==> src/design/mlfq_task_scheduler_defines.svh <==
// Assertion macros shared by the scheduler modules.
// Each expects clk and arst_n in the scope where it is used.
`ifndef MLFQ_TASK_SCHEDULER_DEFINES_SVH
`define MLFQ_TASK_SCHEDULER_DEFINES_SVH

// Same-cycle implication.
`define MTS_ASSERT_IMP(label, ante, cons, msg) \
	label: assert property (@(posedge clk) disable iff (!arst_n) (ante) |-> (cons)) \
		else $error(msg);

// Next-cycle implication.
`define MTS_ASSERT_NXT(label, ante, cons, msg) \
	label: assert property (@(posedge clk) disable iff (!arst_n) (ante) |=> (cons)) \
		else $error(msg);

`endif

==> src/design/mts_pkg.sv <==
package mts_pkg;

	localparam int NumLevels = 4;
	localparam int NumTasks  = 16;
	localparam int LvlW      = $clog2(NumLevels);
	localparam int TidW      = $clog2(NumTasks);
	localparam int CntW      = $clog2(NumTasks + 1);
	localparam int FlagW     = 3;
	localparam int TickW     = 32;
	localparam int CfgW      = 16;

	localparam logic [LvlW-1:0] TopLevel = LvlW'(NumLevels - 1);
	localparam logic [CfgW-1:0] DefTimeslice     = 16'd1;
	localparam logic [CfgW-1:0] DefBoostInterval = 16'd10;

	// Task flag bits
	localparam int FlagQueued  = 0;
	localparam int FlagBlocked = 1;
	localparam int FlagIdle    = 2;
	localparam logic [FlagW-1:0] QueuedMask  = 3'b001;
	localparam logic [FlagW-1:0] BlockedMask = 3'b010;
	localparam logic [FlagW-1:0] IdleMask    = 3'b100;

	// Input item layout in s_tdata
	localparam int InOpLsb   = 0;
	localparam int InTidLsb  = 3;
	localparam int InRlLsb   = 7;
	localparam int InIdleBit = 11;
	localparam int InUsedLsb = 12;
	localparam int InBlkBit  = 28;
	localparam int InDataW   = 32;
	localparam int OutDataW  = 16;

	typedef enum logic [2:0] {
		OP_ADD         = 3'd0,
		OP_REMOVE      = 3'd1,
		OP_PICK        = 3'd2,
		OP_REQUEUE     = 3'd3,
		OP_SET_BLOCKED = 3'd4,
		OP_TICK        = 3'd5
	} op_t;

	typedef enum logic [1:0] {
		REG_TIMESLICE      = 2'd0,
		REG_BOOST_INTERVAL = 2'd1,
		REG_BOOST_ENABLE   = 2'd2
	} reg_idx_t;

	// Commands to the queue table unit
	typedef enum logic [1:0] {
		TB_NOP,
		TB_UNLINK,
		TB_APPEND,
		TB_SET_FLAGS
	} tb_op_t;

	typedef struct packed {
		tb_op_t            op;
		logic [TidW-1:0]   tid;
		logic [LvlW-1:0]   lv;
		logic [FlagW-1:0]  flags;
	} tb_cmd_t;

	typedef struct packed {
		logic [FlagW-1:0]  flags;
		logic [LvlW-1:0]   prio;
		logic [TidW-1:0]   next;
		logic [CntW-1:0]   count;
		logic [TidW-1:0]   head;
	} tb_rd_t;

endpackage

==> src/design/mts_table.sv <==
`include "mlfq_task_scheduler_defines.svh"

module mts_table
	import mts_pkg::*;
(
	input  logic    clk,
	input  logic    arst_n,
	input  tb_cmd_t cmd,
	output tb_rd_t  rd
);

	logic [FlagW-1:0] flags_q [NumTasks];
	logic [LvlW-1:0]  prio_q  [NumTasks];
	logic [TidW-1:0]  next_q  [NumTasks];
	logic [TidW-1:0]  prev_q  [NumTasks];
	logic [TidW-1:0]  head_q  [NumLevels];
	logic [TidW-1:0]  tail_q  [NumLevels];
	logic [CntW-1:0]  count_q [NumLevels];

	logic [LvlW-1:0] lvl_a;
	logic [TidW-1:0] t_next;
	logic [TidW-1:0] t_prev;
	logic [TidW-1:0] lv_head;
	logic [TidW-1:0] lv_tail;
	logic [CntW-1:0] lv_count;

	// Unlink works on the task's own level, everything else on the given one
	always_comb begin
		lvl_a    = (cmd.op == TB_UNLINK) ? prio_q[cmd.tid] : cmd.lv;
		t_next   = next_q[cmd.tid];
		t_prev   = prev_q[cmd.tid];
		lv_head  = head_q[lvl_a];
		lv_tail  = tail_q[lvl_a];
		lv_count = count_q[lvl_a];
		rd.flags = flags_q[cmd.tid];
		rd.prio  = prio_q[cmd.tid];
		rd.next  = t_next;
		rd.count = lv_count;
		rd.head  = lv_head;
	end

	// Flags and fill counts
	always_ff @(posedge clk or negedge arst_n) begin
		if (!arst_n) begin
			for (int i = 0; i < NumTasks; i++) flags_q[i] <= '0;
			for (int j = 0; j < NumLevels; j++) count_q[j] <= '0;
		end else begin
			case (cmd.op)
				TB_UNLINK: begin
					if (lv_count != '0) count_q[lvl_a] <= lv_count - 1'b1;
					flags_q[cmd.tid] <= rd.flags & ~QueuedMask;
				end
				TB_APPEND: begin
					count_q[lvl_a]   <= lv_count + 1'b1;
					flags_q[cmd.tid] <= cmd.flags | QueuedMask;
				end
				TB_SET_FLAGS: flags_q[cmd.tid] <= cmd.flags;
				default: ;
			endcase
		end
	end

	// Links, heads, tails and levels
	always_ff @(posedge clk) begin
		case (cmd.op)
			TB_UNLINK: begin
				if (lv_head == cmd.tid) head_q[lvl_a] <= t_next;
				else next_q[t_prev] <= t_next;
				if (lv_tail == cmd.tid) tail_q[lvl_a] <= t_prev;
				else prev_q[t_next] <= t_prev;
			end
			TB_APPEND: begin
				if (lv_count == '0) begin
					head_q[lvl_a] <= cmd.tid;
				end else begin
					next_q[lv_tail] <= cmd.tid;
					prev_q[cmd.tid] <= lv_tail;
				end
				tail_q[lvl_a]   <= cmd.tid;
				prio_q[cmd.tid] <= lvl_a;
			end
			default: ;
		endcase
	end

	// Totals for checking
	logic [NumTasks-1:0]  queued_vec;
	logic [CntW+LvlW-1:0] cnt_sum;

	always_comb begin
		cnt_sum = '0;
		for (int i = 0; i < NumTasks; i++) queued_vec[i] = flags_q[i][FlagQueued];
		for (int j = 0; j < NumLevels; j++) cnt_sum = cnt_sum + (CntW+LvlW)'(count_q[j]);
	end

	`MTS_ASSERT_IMP(a_count_matches, 1'b1, cnt_sum == (CntW+LvlW)'($countones(queued_vec)), "queue counts disagree with queued flags")
	`MTS_ASSERT_IMP(a_append_free, cmd.op == TB_APPEND, !rd.flags[FlagQueued], "append of a queued task")
	`MTS_ASSERT_IMP(a_unlink_queued, cmd.op == TB_UNLINK, rd.flags[FlagQueued] && (lv_count != '0), "unlink of a task not queued")

endmodule

==> src/design/mts_seq.sv <==
`include "mlfq_task_scheduler_defines.svh"

module mts_seq
	import mts_pkg::*;
(
	input  logic                clk,
	input  logic                arst_n,
	input  logic                s_tvalid,
	output logic                s_tready,
	input  logic [InDataW-1:0]  s_tdata,
	output logic                m_tvalid,
	input  logic                m_tready,
	output logic [OutDataW-1:0] m_tdata,
	input  logic [CfgW-1:0]     timeslice,
	input  logic [CfgW-1:0]     boost_period,
	input  logic                boost_enable,
	output tb_cmd_t             cmd,
	input  tb_rd_t              rd
);

	typedef enum logic [3:0] {
		ST_IDLE,
		ST_EXEC,
		ST_REQ_APP,
		ST_PICK_LVL,
		ST_PICK_TASK,
		ST_BOOST_LVL,
		ST_BOOST_UNL,
		ST_BOOST_APP,
		ST_DONE
	} state_t;

	state_t              state_q;
	op_t                 op_q;
	logic [TidW-1:0]     tid_q;
	logic [3:0]          rl_q;
	logic                idle_in_q;
	logic [CfgW-1:0]     used_q;
	logic                blk_q;
	logic [LvlW-1:0]     lv_q;
	logic [TidW-1:0]     cur_q;
	logic [TidW-1:0]     nx_q;
	logic [CntW-1:0]     k_q;
	logic                res_ok_q;
	logic [TidW-1:0]     res_pick_q;
	logic [LvlW-1:0]     res_lvl_q;
	logic [CntW-1:0]     res_moved_q;
	logic [TickW-1:0]    tick_q;
	logic [TickW-1:0]    last_q;
	logic                m_tvalid_q;
	logic [OutDataW-1:0] m_tdata_q;

	logic            queued;
	logic            blkd;
	logic            idle;
	logic [LvlW-1:0] lv_add;
	logic [LvlW-1:0] lv_req;
	logic [TickW-1:0] tick_diff;
	logic            boost_due;

	assign s_tready = (state_q == ST_IDLE);
	assign m_tvalid = m_tvalid_q;
	assign m_tdata  = m_tdata_q;

	// Decode the current task entry and the level choices
	always_comb begin
		queued = rd.flags[FlagQueued];
		blkd   = rd.flags[FlagBlocked];
		idle   = rd.flags[FlagIdle];
		if (rl_q[3]) lv_add = '0;
		else if (rl_q > 4'(NumLevels - 1)) lv_add = TopLevel;
		else lv_add = LvlW'(rl_q);
		lv_req = (rd.prio > TopLevel) ? TopLevel : rd.prio;
		if ((used_q >= timeslice) && (lv_req != '0)) lv_req = lv_req - 1'b1;
		tick_diff = tick_q - last_q;
		boost_due = boost_enable && (tick_diff != '1) &&
			(tick_diff >= TickW'(boost_period));
	end

	// Drive the queue table
	always_comb begin
		cmd.op    = TB_NOP;
		cmd.tid   = tid_q;
		cmd.lv    = lv_q;
		cmd.flags = '0;
		case (state_q)
			ST_EXEC: begin
				case (op_q)
					OP_ADD: if (!queued) begin
						cmd.op    = TB_APPEND;
						cmd.lv    = lv_add;
						cmd.flags = idle_in_q ? IdleMask : '0;
					end
					OP_REMOVE: if (queued) cmd.op = TB_UNLINK;
					OP_SET_BLOCKED: if (queued) begin
						cmd.op    = TB_SET_FLAGS;
						cmd.flags = (rd.flags & ~BlockedMask) | (blk_q ? BlockedMask : '0);
					end
					default: ;
				endcase
			end
			ST_REQ_APP: begin
				cmd.op    = TB_APPEND;
				cmd.flags = (rd.flags & IdleMask) | (blk_q ? BlockedMask : '0);
			end
			ST_PICK_TASK: begin
				cmd.tid = cur_q;
				if (!blkd) cmd.op = TB_UNLINK;
			end
			ST_BOOST_UNL: begin
				cmd.tid = cur_q;
				if (!idle) cmd.op = TB_UNLINK;
			end
			ST_BOOST_APP: begin
				cmd.op    = TB_APPEND;
				cmd.tid   = cur_q;
				cmd.lv    = TopLevel;
				cmd.flags = rd.flags;
			end
			default: ;
		endcase
	end

	// Sequence one item at a time and hold its result
	always_ff @(posedge clk or negedge arst_n) begin
		if (!arst_n) begin
			state_q     <= ST_IDLE;
			m_tvalid_q  <= 1'b0;
			m_tdata_q   <= '0;
			tick_q      <= '0;
			last_q      <= '0;
			op_q        <= OP_ADD;
			tid_q       <= '0;
			rl_q        <= '0;
			idle_in_q   <= 1'b0;
			used_q      <= '0;
			blk_q       <= 1'b0;
			lv_q        <= '0;
			cur_q       <= '0;
			nx_q        <= '0;
			k_q         <= '0;
			res_ok_q    <= 1'b0;
			res_pick_q  <= '0;
			res_lvl_q   <= '0;
			res_moved_q <= '0;
		end else begin
			// Drop the result once taken, unless a new one is loaded now
			if (m_tvalid_q && m_tready && (state_q != ST_DONE)) m_tvalid_q <= 1'b0;
			unique case (state_q)
				ST_IDLE: begin
					if (s_tvalid) begin
						op_q        <= op_t'(s_tdata[InOpLsb +: 3]);
						tid_q       <= s_tdata[InTidLsb +: TidW];
						rl_q        <= s_tdata[InRlLsb +: 4];
						idle_in_q   <= s_tdata[InIdleBit];
						used_q      <= s_tdata[InUsedLsb +: CfgW];
						blk_q       <= s_tdata[InBlkBit];
						res_ok_q    <= 1'b0;
						res_pick_q  <= '0;
						res_lvl_q   <= '0;
						res_moved_q <= '0;
						state_q     <= ST_EXEC;
					end
				end
				ST_EXEC: begin
					state_q <= ST_DONE;
					unique case (op_q)
						OP_ADD: if (!queued) begin
							res_ok_q  <= 1'b1;
							res_lvl_q <= lv_add;
						end
						OP_REMOVE: if (queued) begin
							res_ok_q  <= 1'b1;
							res_lvl_q <= rd.prio;
						end
						OP_PICK: begin
							lv_q    <= TopLevel;
							state_q <= ST_PICK_LVL;
						end
						OP_REQUEUE: if (!queued) begin
							lv_q      <= lv_req;
							res_ok_q  <= 1'b1;
							res_lvl_q <= lv_req;
							state_q   <= ST_REQ_APP;
						end
						OP_SET_BLOCKED: if (queued) res_ok_q <= 1'b1;
						OP_TICK: begin
							tick_q   <= tick_q + 1'b1;
							res_ok_q <= 1'b1;
							if (boost_due) begin
								last_q  <= tick_q + 1'b1;
								lv_q    <= '0;
								state_q <= ST_BOOST_LVL;
							end
						end
						default: ;
					endcase
				end
				ST_REQ_APP: state_q <= ST_DONE;
				ST_PICK_LVL: begin
					if (rd.count != '0) begin
						cur_q   <= rd.head;
						k_q     <= rd.count;
						state_q <= ST_PICK_TASK;
					end else if (lv_q == '0) begin
						state_q <= ST_DONE;
					end else begin
						lv_q <= lv_q - 1'b1;
					end
				end
				ST_PICK_TASK: begin
					if (!blkd) begin
						res_ok_q   <= 1'b1;
						res_pick_q <= cur_q;
						res_lvl_q  <= lv_q;
						state_q    <= ST_DONE;
					end else if (k_q == CntW'(1)) begin
						if (lv_q == '0) state_q <= ST_DONE;
						else begin
							lv_q    <= lv_q - 1'b1;
							state_q <= ST_PICK_LVL;
						end
					end else begin
						cur_q <= rd.next;
						k_q   <= k_q - 1'b1;
					end
				end
				ST_BOOST_LVL: begin
					if (rd.count != '0) begin
						cur_q   <= rd.head;
						k_q     <= rd.count;
						state_q <= ST_BOOST_UNL;
					end else if (lv_q == TopLevel - 1'b1) begin
						state_q <= ST_DONE;
					end else begin
						lv_q <= lv_q + 1'b1;
					end
				end
				ST_BOOST_UNL: begin
					nx_q <= rd.next;
					if (!idle) begin
						res_moved_q <= res_moved_q + 1'b1;
						state_q     <= ST_BOOST_APP;
					end else if (k_q == CntW'(1)) begin
						if (lv_q == TopLevel - 1'b1) state_q <= ST_DONE;
						else begin
							lv_q    <= lv_q + 1'b1;
							state_q <= ST_BOOST_LVL;
						end
					end else begin
						cur_q <= rd.next;
						k_q   <= k_q - 1'b1;
					end
				end
				ST_BOOST_APP: begin
					if (k_q == CntW'(1)) begin
						if (lv_q == TopLevel - 1'b1) state_q <= ST_DONE;
						else begin
							lv_q    <= lv_q + 1'b1;
							state_q <= ST_BOOST_LVL;
						end
					end else begin
						cur_q   <= nx_q;
						k_q     <= k_q - 1'b1;
						state_q <= ST_BOOST_UNL;
					end
				end
				ST_DONE: begin
					if (!m_tvalid_q || m_tready) begin
						m_tdata_q  <= OutDataW'({res_moved_q, res_lvl_q, res_pick_q, res_ok_q});
						m_tvalid_q <= 1'b1;
						state_q    <= ST_IDLE;
					end
				end
				default: state_q <= ST_IDLE;
			endcase
		end
	end

	`MTS_ASSERT_NXT(a_result_loaded, (state_q == ST_DONE) && (!m_tvalid_q || m_tready), m_tvalid_q && (state_q == ST_IDLE), "finished result not loaded")
	`MTS_ASSERT_IMP(a_walk_count, (state_q == ST_PICK_TASK) || (state_q == ST_BOOST_UNL) || (state_q == ST_BOOST_APP), k_q != '0, "queue walk with empty count")
	`MTS_ASSERT_IMP(a_boost_low_levels, (state_q == ST_BOOST_LVL) || (state_q == ST_BOOST_UNL), lv_q != TopLevel, "boost walking the top level")

endmodule

==> src/design/mlfq_task_scheduler.sv <==
// Channel   Dir  Payload (lowest bit first)                         Handshake
// s_*       in   operation, task_id, requested_level, idle_task,     s_tvalid & s_tready
//                ticks_used, blocked (29 bits in 32)
// m_*       out  ok, picked_task, task_level, moved_count (12 in 16) m_tvalid & m_tready
// wr_*      in   register index and 16-bit data                     wr_en
//
// One item at a time; s_tready is high only while the sequencer is idle.
// Add, remove, set_blocked, undefined codes and a tick without boost run one execute step;
// requeue adds an append step. Pick visits levels from the top down and scans their tasks.
// A boosting tick visits the lower levels, checks each idle task once, and unlinks and
// appends each moved task; every step is one access of the shared queue table.
// A stalled result waits in the output register; the next item is accepted
// meanwhile and finishes once that register is free. Reset empties all queues.
module mlfq_task_scheduler
	import mts_pkg::*;
(
	input  logic                clk,
	input  logic                arst_n,
	input  logic                s_tvalid,
	output logic                s_tready,
	input  logic [InDataW-1:0]  s_tdata,   // operation, task_id, requested_level, idle_task, ticks_used, blocked
	output logic                m_tvalid,
	input  logic                m_tready,
	output logic [OutDataW-1:0] m_tdata,   // ok, picked_task, task_level, moved_count
	input  logic                wr_en,
	input  logic [1:0]          wr_index,
	input  logic [CfgW-1:0]     wr_data
);

	logic [CfgW-1:0] timeslice_q;
	logic [CfgW-1:0] boost_period_q;
	logic            boost_enable_q;
	tb_cmd_t         cmd;
	tb_rd_t          rd;

	// Hold the configuration registers
	always_ff @(posedge clk or negedge arst_n) begin
		if (!arst_n) begin
			timeslice_q    <= DefTimeslice;
			boost_period_q <= DefBoostInterval;
			boost_enable_q <= 1'b1;
		end else if (wr_en) begin
			unique case (reg_idx_t'(wr_index))
				REG_TIMESLICE:      timeslice_q    <= wr_data;
				REG_BOOST_INTERVAL: boost_period_q <= wr_data;
				REG_BOOST_ENABLE:   boost_enable_q <= wr_data[0];
				default: ;
			endcase
		end
	end

	mts_seq u_seq (
		.clk          (clk),
		.arst_n       (arst_n),
		.s_tvalid     (s_tvalid),
		.s_tready     (s_tready),
		.s_tdata      (s_tdata),
		.m_tvalid     (m_tvalid),
		.m_tready     (m_tready),
		.m_tdata      (m_tdata),
		.timeslice    (timeslice_q),
		.boost_period (boost_period_q),
		.boost_enable (boost_enable_q),
		.cmd          (cmd),
		.rd           (rd)
	);

	mts_table u_table (
		.clk    (clk),
		.arst_n (arst_n),
		.cmd    (cmd),
		.rd     (rd)
	);

endmodule

==> config.mk <==
export PLATFORM = sky130hd
export DESIGN_NAME = mlfq_task_scheduler
export DESIGN_NICKNAME = d
export VERILOG_FILES = /design/src/design/mts_pkg.sv /design/src/design/mts_table.sv /design/src/design/mts_seq.sv /design/src/design/mlfq_task_scheduler.sv
export VERILOG_INCLUDE_DIRS = /design/src /design/src/design
export SDC_FILE = /design/constraint.sdc
export NUM_CORES = 1
export LEC_CHECK = 0
export BUFFER_PORTS_ARGS = -buffer_cell sky130_fd_sc_hd__buf_2
export CAP_MARGIN = 20
export CORE_MARGIN = 10
export CORE_UTILIZATION = 40
export CTS_CLUSTER_DIAMETER = 100
export DETAILED_ROUTE_END_ITERATION = 16
export HOLD_SLACK_MARGIN = 0.12
export SLEW_MARGIN = 20
export SYNTH_ARGS = -nofsm -noshare
export SYNTH_HDL_FRONTEND = slang
export SYNTH_SLANG_ARGS = --single-unit
==> constraint.sdc <==
create_clock -name clk -period 7.4 [get_ports clk]
set_input_delay 2.22 -clock clk [delete_from_list [all_inputs] [get_ports clk]]
set_output_delay 2.22 -clock clk [all_outputs]
set_load 0.05 [all_outputs]
# After elaboration in Yosys (flattened, before gate mapping)
# Memory sizes are Yosys's and may differ from the RTL's.
# Index checks and enable logic that the tools add are counted.
[classes] n_eq_ne=49 bitwise=6 n_lt_le_gt_ge=8 reduce_logical=46 n_mux=128 addsub=9
[op_table] operator="48-bit bitwise mux" count=3
[op_table] operator="48-bit one-hot mux with 3 select lines" count=1
[op_table] operator="4-bit two-way mux" count=29
[op_table] operator="5-bit two-way mux" count=10
[op_table] operator="2-bit two-way mux" count=23
[op_table] operator="20-bit bitwise mux" count=2
[op_table] operator="20-bit one-hot mux with 2 select lines" count=1
[op_table] operator="4-bit one-hot mux with 9 select lines" count=1
[op_table] operator="32-bit by 1-bit adder with 32-bit output, second input constant" count=1
[op_table] operator="32-bit by 16-bit >= comparator with 1-bit output" count=1
[op_table] operator="1-bit two-way mux" count=32
[op_table] operator="32-bit inequality test, second input constant" count=1
[op_table] operator="32-bit subtractor" count=1
[op_table] operator="2-bit one-hot mux with 3 select lines" count=4
[op_table] operator="20-bit two-way mux" count=1
[op_table] operator="5-bit one-hot mux with 4 select lines" count=1
[op_table] operator="4-bit by 3-bit == test with 1-bit output, second input constant" count=4
[op_table] operator="16-bit >= comparator" count=1
[op_table] operator="4-bit one-hot mux with 4 select lines" count=1
[op_table] operator="3-bit two-way mux" count=5
[op_table] operator="3-bit inequality test, second input constant" count=5
[op_table] operator="2-bit inequality test, second input constant" count=7
[op_table] operator="2-bit AND reduction" count=7
[op_table] operator="3-bit binary-select mux with 4-bit select" count=1
[op_table] operator="62 further kinds" count=103
[totals] input_bits=55 memories=5 out_inout_bits=18 ram_bits=192 word_cells=293 ff_bits=238
[mem_list] memory="u_table.next_q" words=16 width=4 read_ports=1 rd_clocked_by_memory_dff=0 wr=1 line="mts_table.sv:14" source="logic [TidW-1:0] next_q [NumTasks];"
[mem_list] memory="u_table.prev_q" words=16 width=4 read_ports=1 rd_clocked_by_memory_dff=0 wr=1 line="mts_table.sv:15" source="logic [TidW-1:0] prev_q [NumTasks];"
[mem_list] memory="u_table.prio_q" words=16 width=2 read_ports=1 rd_clocked_by_memory_dff=0 wr=1 line="mts_table.sv:13" source="logic [LvlW-1:0] prio_q [NumTasks];"
[mem_list] memory="u_table.head_q" words=4 width=4 read_ports=1 rd_clocked_by_memory_dff=0 wr=1 line="mts_table.sv:16" source="logic [TidW-1:0] head_q [NumLevels];"
[mem_list] memory="u_table.tail_q" words=4 width=4 read_ports=1 rd_clocked_by_memory_dff=0 wr=1 line="mts_table.sv:17" source="logic [TidW-1:0] tail_q [NumLevels];"

# Longest topological paths before layout
[depth] ltp_word=22 ltp_mapped=28 ltp_nobuf=24

# Cells and area by module
# A second synthesis with hierarchy kept.
[unflattened] cells_unflattened=2130 hier_area_um2=23610.1
[by_module_without_submodules] mod="mts_table" instances=1 seq_area_each_um2=7467.2 area_per_inst_um2=12614.6 cells_per_inst=932
[by_module_without_submodules] mod="mts_seq" instances=1 seq_area_each_um2=3428.3 area_per_inst_um2=9736.8 cells_per_inst=1127
[by_module_without_submodules] mod="mlfq_task_scheduler" instances=1 seq_area_each_um2=830.8 area_per_inst_um2=1258.7 cells_per_inst=71

# Worst setup path after synthesis
# OpenSTA, ideal clock, no wires.
[synth_timing] path_type="reg-to-reg" start="register u_seq.state_q[2]" end="memory u_table.next_q[0][3] (netlist name), data pin" setup_time_ps=330 path_stages_with_launch=26 path_buffers=7 t_required_ps=7070 path_slack_ps=1744 synth_period_minus_slack_ps=5656 t_arrival_ps=5326 path_cell_list="dfrtp_1 buf_4 nor2b_2 and3_1 clkbuf_1 nor2_4 buf_4 buf_2 mux2i_1 mux4_2 nand2_1 nand2_1 buf_2 nor3_1 a21oi_2 inv_2 mux2i_1 mux2i_1 inv_1 ha_1 inv_1 a211o_4 o21a_1 buf_6 buf_6 o21ai_0"
[synth_via] elab_chain_len=22 word_cells_on_any_way=37 classes_between="7 x eq/ne; 22 x mux; 2 x bitwise; 4 x reduce/logical; 2 x memory"
[synth_lines] item="from (decl)" line="mts_seq.sv:33" source="state_t state_q;"
[synth_lines] item="from (signal assigned)" line="mts_seq.sv:127" source="state_q <= ST_IDLE;"
[synth_lines] item="from (signal assigned)" line="mts_seq.sv:162" source="state_q <= ST_EXEC;"
[synth_lines] item="from (signal assigned)" line="mts_seq.sv:166" source="state_q <= ST_DONE;"
[synth_lines] item="4-bit by 3-bit == test with 1-bit output" line="mts_seq.sv:86" source="case (state_q)"
[synth_lines] item="3-bit OR reduction (no source line)"
[synth_lines] item="4-bit two-way mux" line="mts_seq.sv:86"
[synth_lines] item="4-bit NOT with 5-bit output (implied by the code)" line="mts_table.sv:35" source="rd.flags = flags_q[cmd.tid];"
[synth_lines] item="3-bit binary-select mux with 4-bit select" line="mts_table.sv:35"
[synth_lines] item="3-bit two-way mux (implied by the code) (2 in a row)" line="mts_table.sv:35"
[synth_lines] item="2-bit two-way mux (tied with other cells)" line="mts_seq.sv:95" source="OP_SET_BLOCKED: if (queued) begin"
[synth_lines] item="2-bit one-hot mux with 3 select lines" line="mts_seq.sv:88" source="case (op_q)"
[synth_lines] item="(+3 left out)"
[synth_lines] item="named net u_table.lvl_a[0]" line="mts_table.sv:20" source="logic [LvlW-1:0] lvl_a;"
[synth_lines] item="(+1 left out)"
[synth_lines] item="5-bit binary-select mux with 2-bit select (*)" line="mts_table.sv:34" source="lv_count = count_q[lvl_a];"
[synth_lines] item="5-bit two-way mux (implied by the code) (*) (2 in a row)" line="mts_table.sv:34"
[synth_lines] item="5-bit zero test (*)" line="mts_table.sv:73" source="if (lv_count == '0) begin"
[synth_lines] item="1-bit two-way mux (*)" line="mts_table.sv:73"
[synth_lines] item="1-bit two-way mux (*)" line="mts_table.sv:65" source="case (cmd.op)"
[synth_lines] item="1-bit two-way mux (implied by the code) (*)" line="mts_table.sv:76" source="next_q[lv_tail] <= cmd.tid;"
[synth_lines] item="4-bit OR reduction (no source line) (*)"
[synth_lines] item="4-bit two-way mux (no source line) (*)"
[synth_lines] item="to (decl)" line="mts_table.sv:14"
# The timed path passes the listed nets; every way through them passes the cells marked *. The select of a mux whose other input is x is not followed.

# Worst setup path after layout
[layout_timing] start="register u_seq.state_q[1]" end="memory u_table.prev_q[9][3] (netlist name) (enable)"
[layout_via] elab_chain_len=22 word_cells_on_any_way=43 classes_between="8 x eq/ne; 26 x mux; 2 x bitwise; 4 x reduce/logical; 3 x memory"
[layout_lines] item="4-bit by 3-bit == test with 1-bit output" line="mts_seq.sv:86"
[layout_lines] item="3-bit OR reduction (no source line)"
[layout_lines] item="4-bit two-way mux" line="mts_seq.sv:86"
[layout_lines] item="4-bit NOT with 5-bit output (implied by the code)" line="mts_table.sv:35"
[layout_lines] item="3-bit binary-select mux with 4-bit select" line="mts_table.sv:35"
[layout_lines] item="3-bit two-way mux (implied by the code) (2 in a row)" line="mts_table.sv:35"
[layout_lines] item="2-bit two-way mux (tied with other cells)" line="mts_seq.sv:95"
[layout_lines] item="2-bit one-hot mux with 3 select lines" line="mts_seq.sv:88"
[layout_lines] item="(+4 left out)"
[layout_lines] item="5-bit binary-select mux with 2-bit select" line="mts_table.sv:34"
[layout_lines] item="5-bit two-way mux (implied by the code) (2 in a row)" line="mts_table.sv:34"
[layout_lines] item="5-bit zero test" line="mts_table.sv:73"
[layout_lines] item="1-bit two-way mux" line="mts_table.sv:73"
[layout_lines] item="1-bit two-way mux" line="mts_table.sv:65"
[layout_lines] item="1-bit two-way mux (implied by the code)" line="mts_table.sv:77" source="prev_q[cmd.tid] <= lv_tail;"
[layout_lines] item="4-bit OR reduction (no source line)"
[layout_lines] item="4-bit two-way mux (no source line) or 1-bit two-way mux (tied branches)"
[layout_lines] item="to (decl)" line="mts_table.sv:15"
# Parallel ways exist; a longest one is shown, timed or not. The select of a mux whose other input is x is not followed.

==> summary.txt <==
Timing
  – Slew Limit Fails: 0
  – Final Hold Fails: 0
  – Final setup viols: 0
  – Post-route minimum period: 6.97 ns
  – Hold Worst Slack: around 0.48 ns
  – RSZ-0062 raised after global routing: false
  – Period utilization: 0.942
  – Max Clk Rate: roughly 0.14 GHz
  – Setup TNS: 0 ns
  – Final worst-path setup slack: approximately 0.43 ns
  – Worst Tran Pin Value: between 1 and 1.5 ns
  – Relative slew slack: 0.278
  – Skew final: ~0.025 ns

Synthesis
  – YS warnings: 0
  – Synth unique cells: 102
  – Most used DFF post-synth: dfrtp_1
  – EDFF count, synth: 192
  – Post-synth ARST share: 0.553
  – Seq/Total Area, Yosys: 0.497
  – Mapped Cells: approximately 2400
  – Avg Inst Size Synth: 10.0 µm²
  – Post-Syn Area: ~24000 µm²
  – Register bit total from synthesis: 430

Floorplan
  – Num rows: 88
  – Ports: 73
  – Die Wd: 263 µm
  – Initial cell density of the core: 0.406
  – DIE HEIGHT: ~260 µm
  – Placeable Area: around 58000 µm²
  – Die footprint: between 60000 and 70000 µm²

Power and ir drop
  – Leak: between 10 and 15 nW
  – Max VDD drop: 0.313 mV
  – Pwr per Cell Area: 500 nW/µm²

Routing
  – Drt wl/cell: between 15 and 20 µm
  – Avg Vias per Cell: between 5 and 6
  – DRT iter0 DRCs: between 1000 and 1500
  – Pre-Repair DR Iteration Count: 5
  – Remaining DRCs: 0
  – Post-DRT Antenna Nets: 0
  – Via count: roughly 18000
  – Post-Route WL: a little under 60 mm

CTS
  – Post-CTS Setup Inserts: 0
  – Clock buffer depth: 3
  – Num CTS Buffers: between 40 and 50
  – Post_cts resized: 0
  – CTS tree: built
  – CTS H-tree depth: 2
  – Clock latency at the later pin of the worst-skew pair: 0.60 ns
  – Cts hold-fix bufs: 0
  – Worst-path clk slew: around 0.060 ns
  – Clock Root Buffer: clkbuf_16
  – CTS sink cnt: 430

Setup path
  – CP Data Arrival Time: a little over 7 ns
  – CP max stage delay: approximately 0.9 ns
  – Crit path required time: approximately 7.7 ns
  – Crit path max-delay cell type: a2111oi_0
  – Crit path kind: register to register
  – Setup crit start kind: register
  – Crit path capture type: register
  – CP Max Fanout: 33
  – Critical Path, Cell by Cell: nand2b_4 > a21boi_1 > o211ai_1 > a211oi_1 > a2111oi_0 > nor3b_1 > a211oi_2 > o21ai_1 > and2_1 > inv_4 > buf_4 > mux4_2 > a211o_2 > o21a_1 > buf_4 > nor2_1 > a32oi_2 > nor2_1

Final layout
  – Commonest non-fill, non-tap cells in the layout: 391 x nand2_1, 234 x dfrtp_1, 196 x o21ai_0
  – Area delta synth->final: 11.1%
  – Share of post-route cells with drive strength above 1: 0.133
  – Diode count: 0
  – Fin nets: between 2000 and 3000
  – Final design utilization: 0.452
  – # fillers: 5426
  – Most common cell after layout, fill and taps aside: nand2_1

Global route
  – First-pass GRT wire length: around 95 mm
  – Gr usage total: 0.164
  – Vias in the first global route: roughly 18000
  – Largest net degree at the start of global routing: ~130
  – Remaining Overflow, GRT: 0
  – Initial antenna violation count: 0

Placed design
  – Input/output buffers: 65
  – DP Worst Slack: 0.503 ns
  – Detailed placement HPWL: roughly 41 mm
  – Final estimated routing congestion in global placement: between 0.9 and 1

Hold path
  – Worst min-delay path class: register to register

Run status
  – Outcome: complete, no violations

Flow run
  – Max-cap viol count: 0
## cells in the mapped netlist, types with 32 or more instances
library cell / instances / area share
ha_1: 70 / 0.037
nand3_1: 114 / 0.024
mux2_2: 54 / 0.026
nor3_1: 32 / 0.0068
edfxtp_1: 192 / 0.24
o21ai_0: 196 / 0.042
and3_1: 35 / 0.0093
xor2_1: 38 / 0.014
nor2_1: 172 / 0.027
a21oi_1: 98 / 0.021
nand2_1: 393 / 0.063
mux2i_1: 69 / 0.029
clkbuf_1: 75 / 0.012
inv_1: 90 / 0.014
dfrtp_1: 234 / 0.25
xnor2_1: 77 / 0.029
## registers in the layout, summed over array words and instances (netlist names), 20 cells and up
name / count
u_seq.last_q: 32
u_seq.tick_q: 32
u_table.count_q: 20
u_table.flags_q: 48
u_table.next_q: 64
u_table.prev_q: 64
u_table.prio_q: 32
## report_power, final
group          switching (W)  internal, W
clock               0.000978      0.00133
sequential          0.000383      0.00358
combinational        0.00443      0.00241
## stage by stage
stage          instance area, µm²  total power, W  std cells
5_1_grt                     26200          0.0140       3205
4_1_cts                     26200          0.0132       3205
3_5_place_dp                24700          0.0108       3117
6_report                    26200          0.0131       3205
2_1_floorplan               23600         0.00881       2361
3_3_place_gp                24700          0.0106       3117
## final timing paths
kind                            depth (start not counted)  slack, ns              endpoint             start
worst max-delay path                                   18       0.43  u_table.prev_q[9][3]  u_seq.state_q[1]
worst min-delay path                                    2       0.48       u_seq.used_q[1]   u_seq.used_q[1]
worst max register to register                         18       0.43  u_table.prev_q[9][3]  u_seq.state_q[1]
worst min register to register                          2       0.48       u_seq.used_q[1]   u_seq.used_q[1]
max in group asynchronous                               2       4.55      u_seq.tick_q[10]            arst_n
min in group asynchronous                               1       1.66       u_seq.used_q[2]            arst_n
## worst max-delay path: cells and delay by family, from the launching register on
kind	cells	cell delay [ns]
buf+inv	3	0.74
mux	1	0.39
simple gates	5	1.53
flops	1	0.67
compound gates	9	3.28
## metal layers
layer | routed length [µm] | track usage | vias up
met5 | 0 | 0 | -
met4 | 1440 | 0.0505 | 0
met3 | 2730 | 0.0225 | 102
met2 | 27800 | 0.273 | 459
met1 | 26600 | 0.219 | 8574
li1 | - | - | 8461
## cell type report
cell class | count | area, µm² | area share
well taps | 765 | 957 | 0.0365
repair buffers | 117 | 738 | 0.0282
inverters | 92 | 348 | 0.0133
multi-input cells | 1713 | 10900 | 0.417
clock inverters | 24 | 236 | 0.00902
clock buffers | 64 | 1280 | 0.0488
flip-flops and latches | 430 | 11700 | 0.447
## logic make-up after synthesis
group,Yosys count,share of synthesized area
AOI/OAI and AO/OA,497,0.135
other,1,0.000159
xor gates and xnor gates,115,0.0427
muxes,151,0.0751
and+or+nand+nor,875,0.171
DFF,430,0.497
adders and majority gates,71,0.0380
buffers and inverters,218,0.0415
No activity file was read; power rests on OpenSTA's default activity.
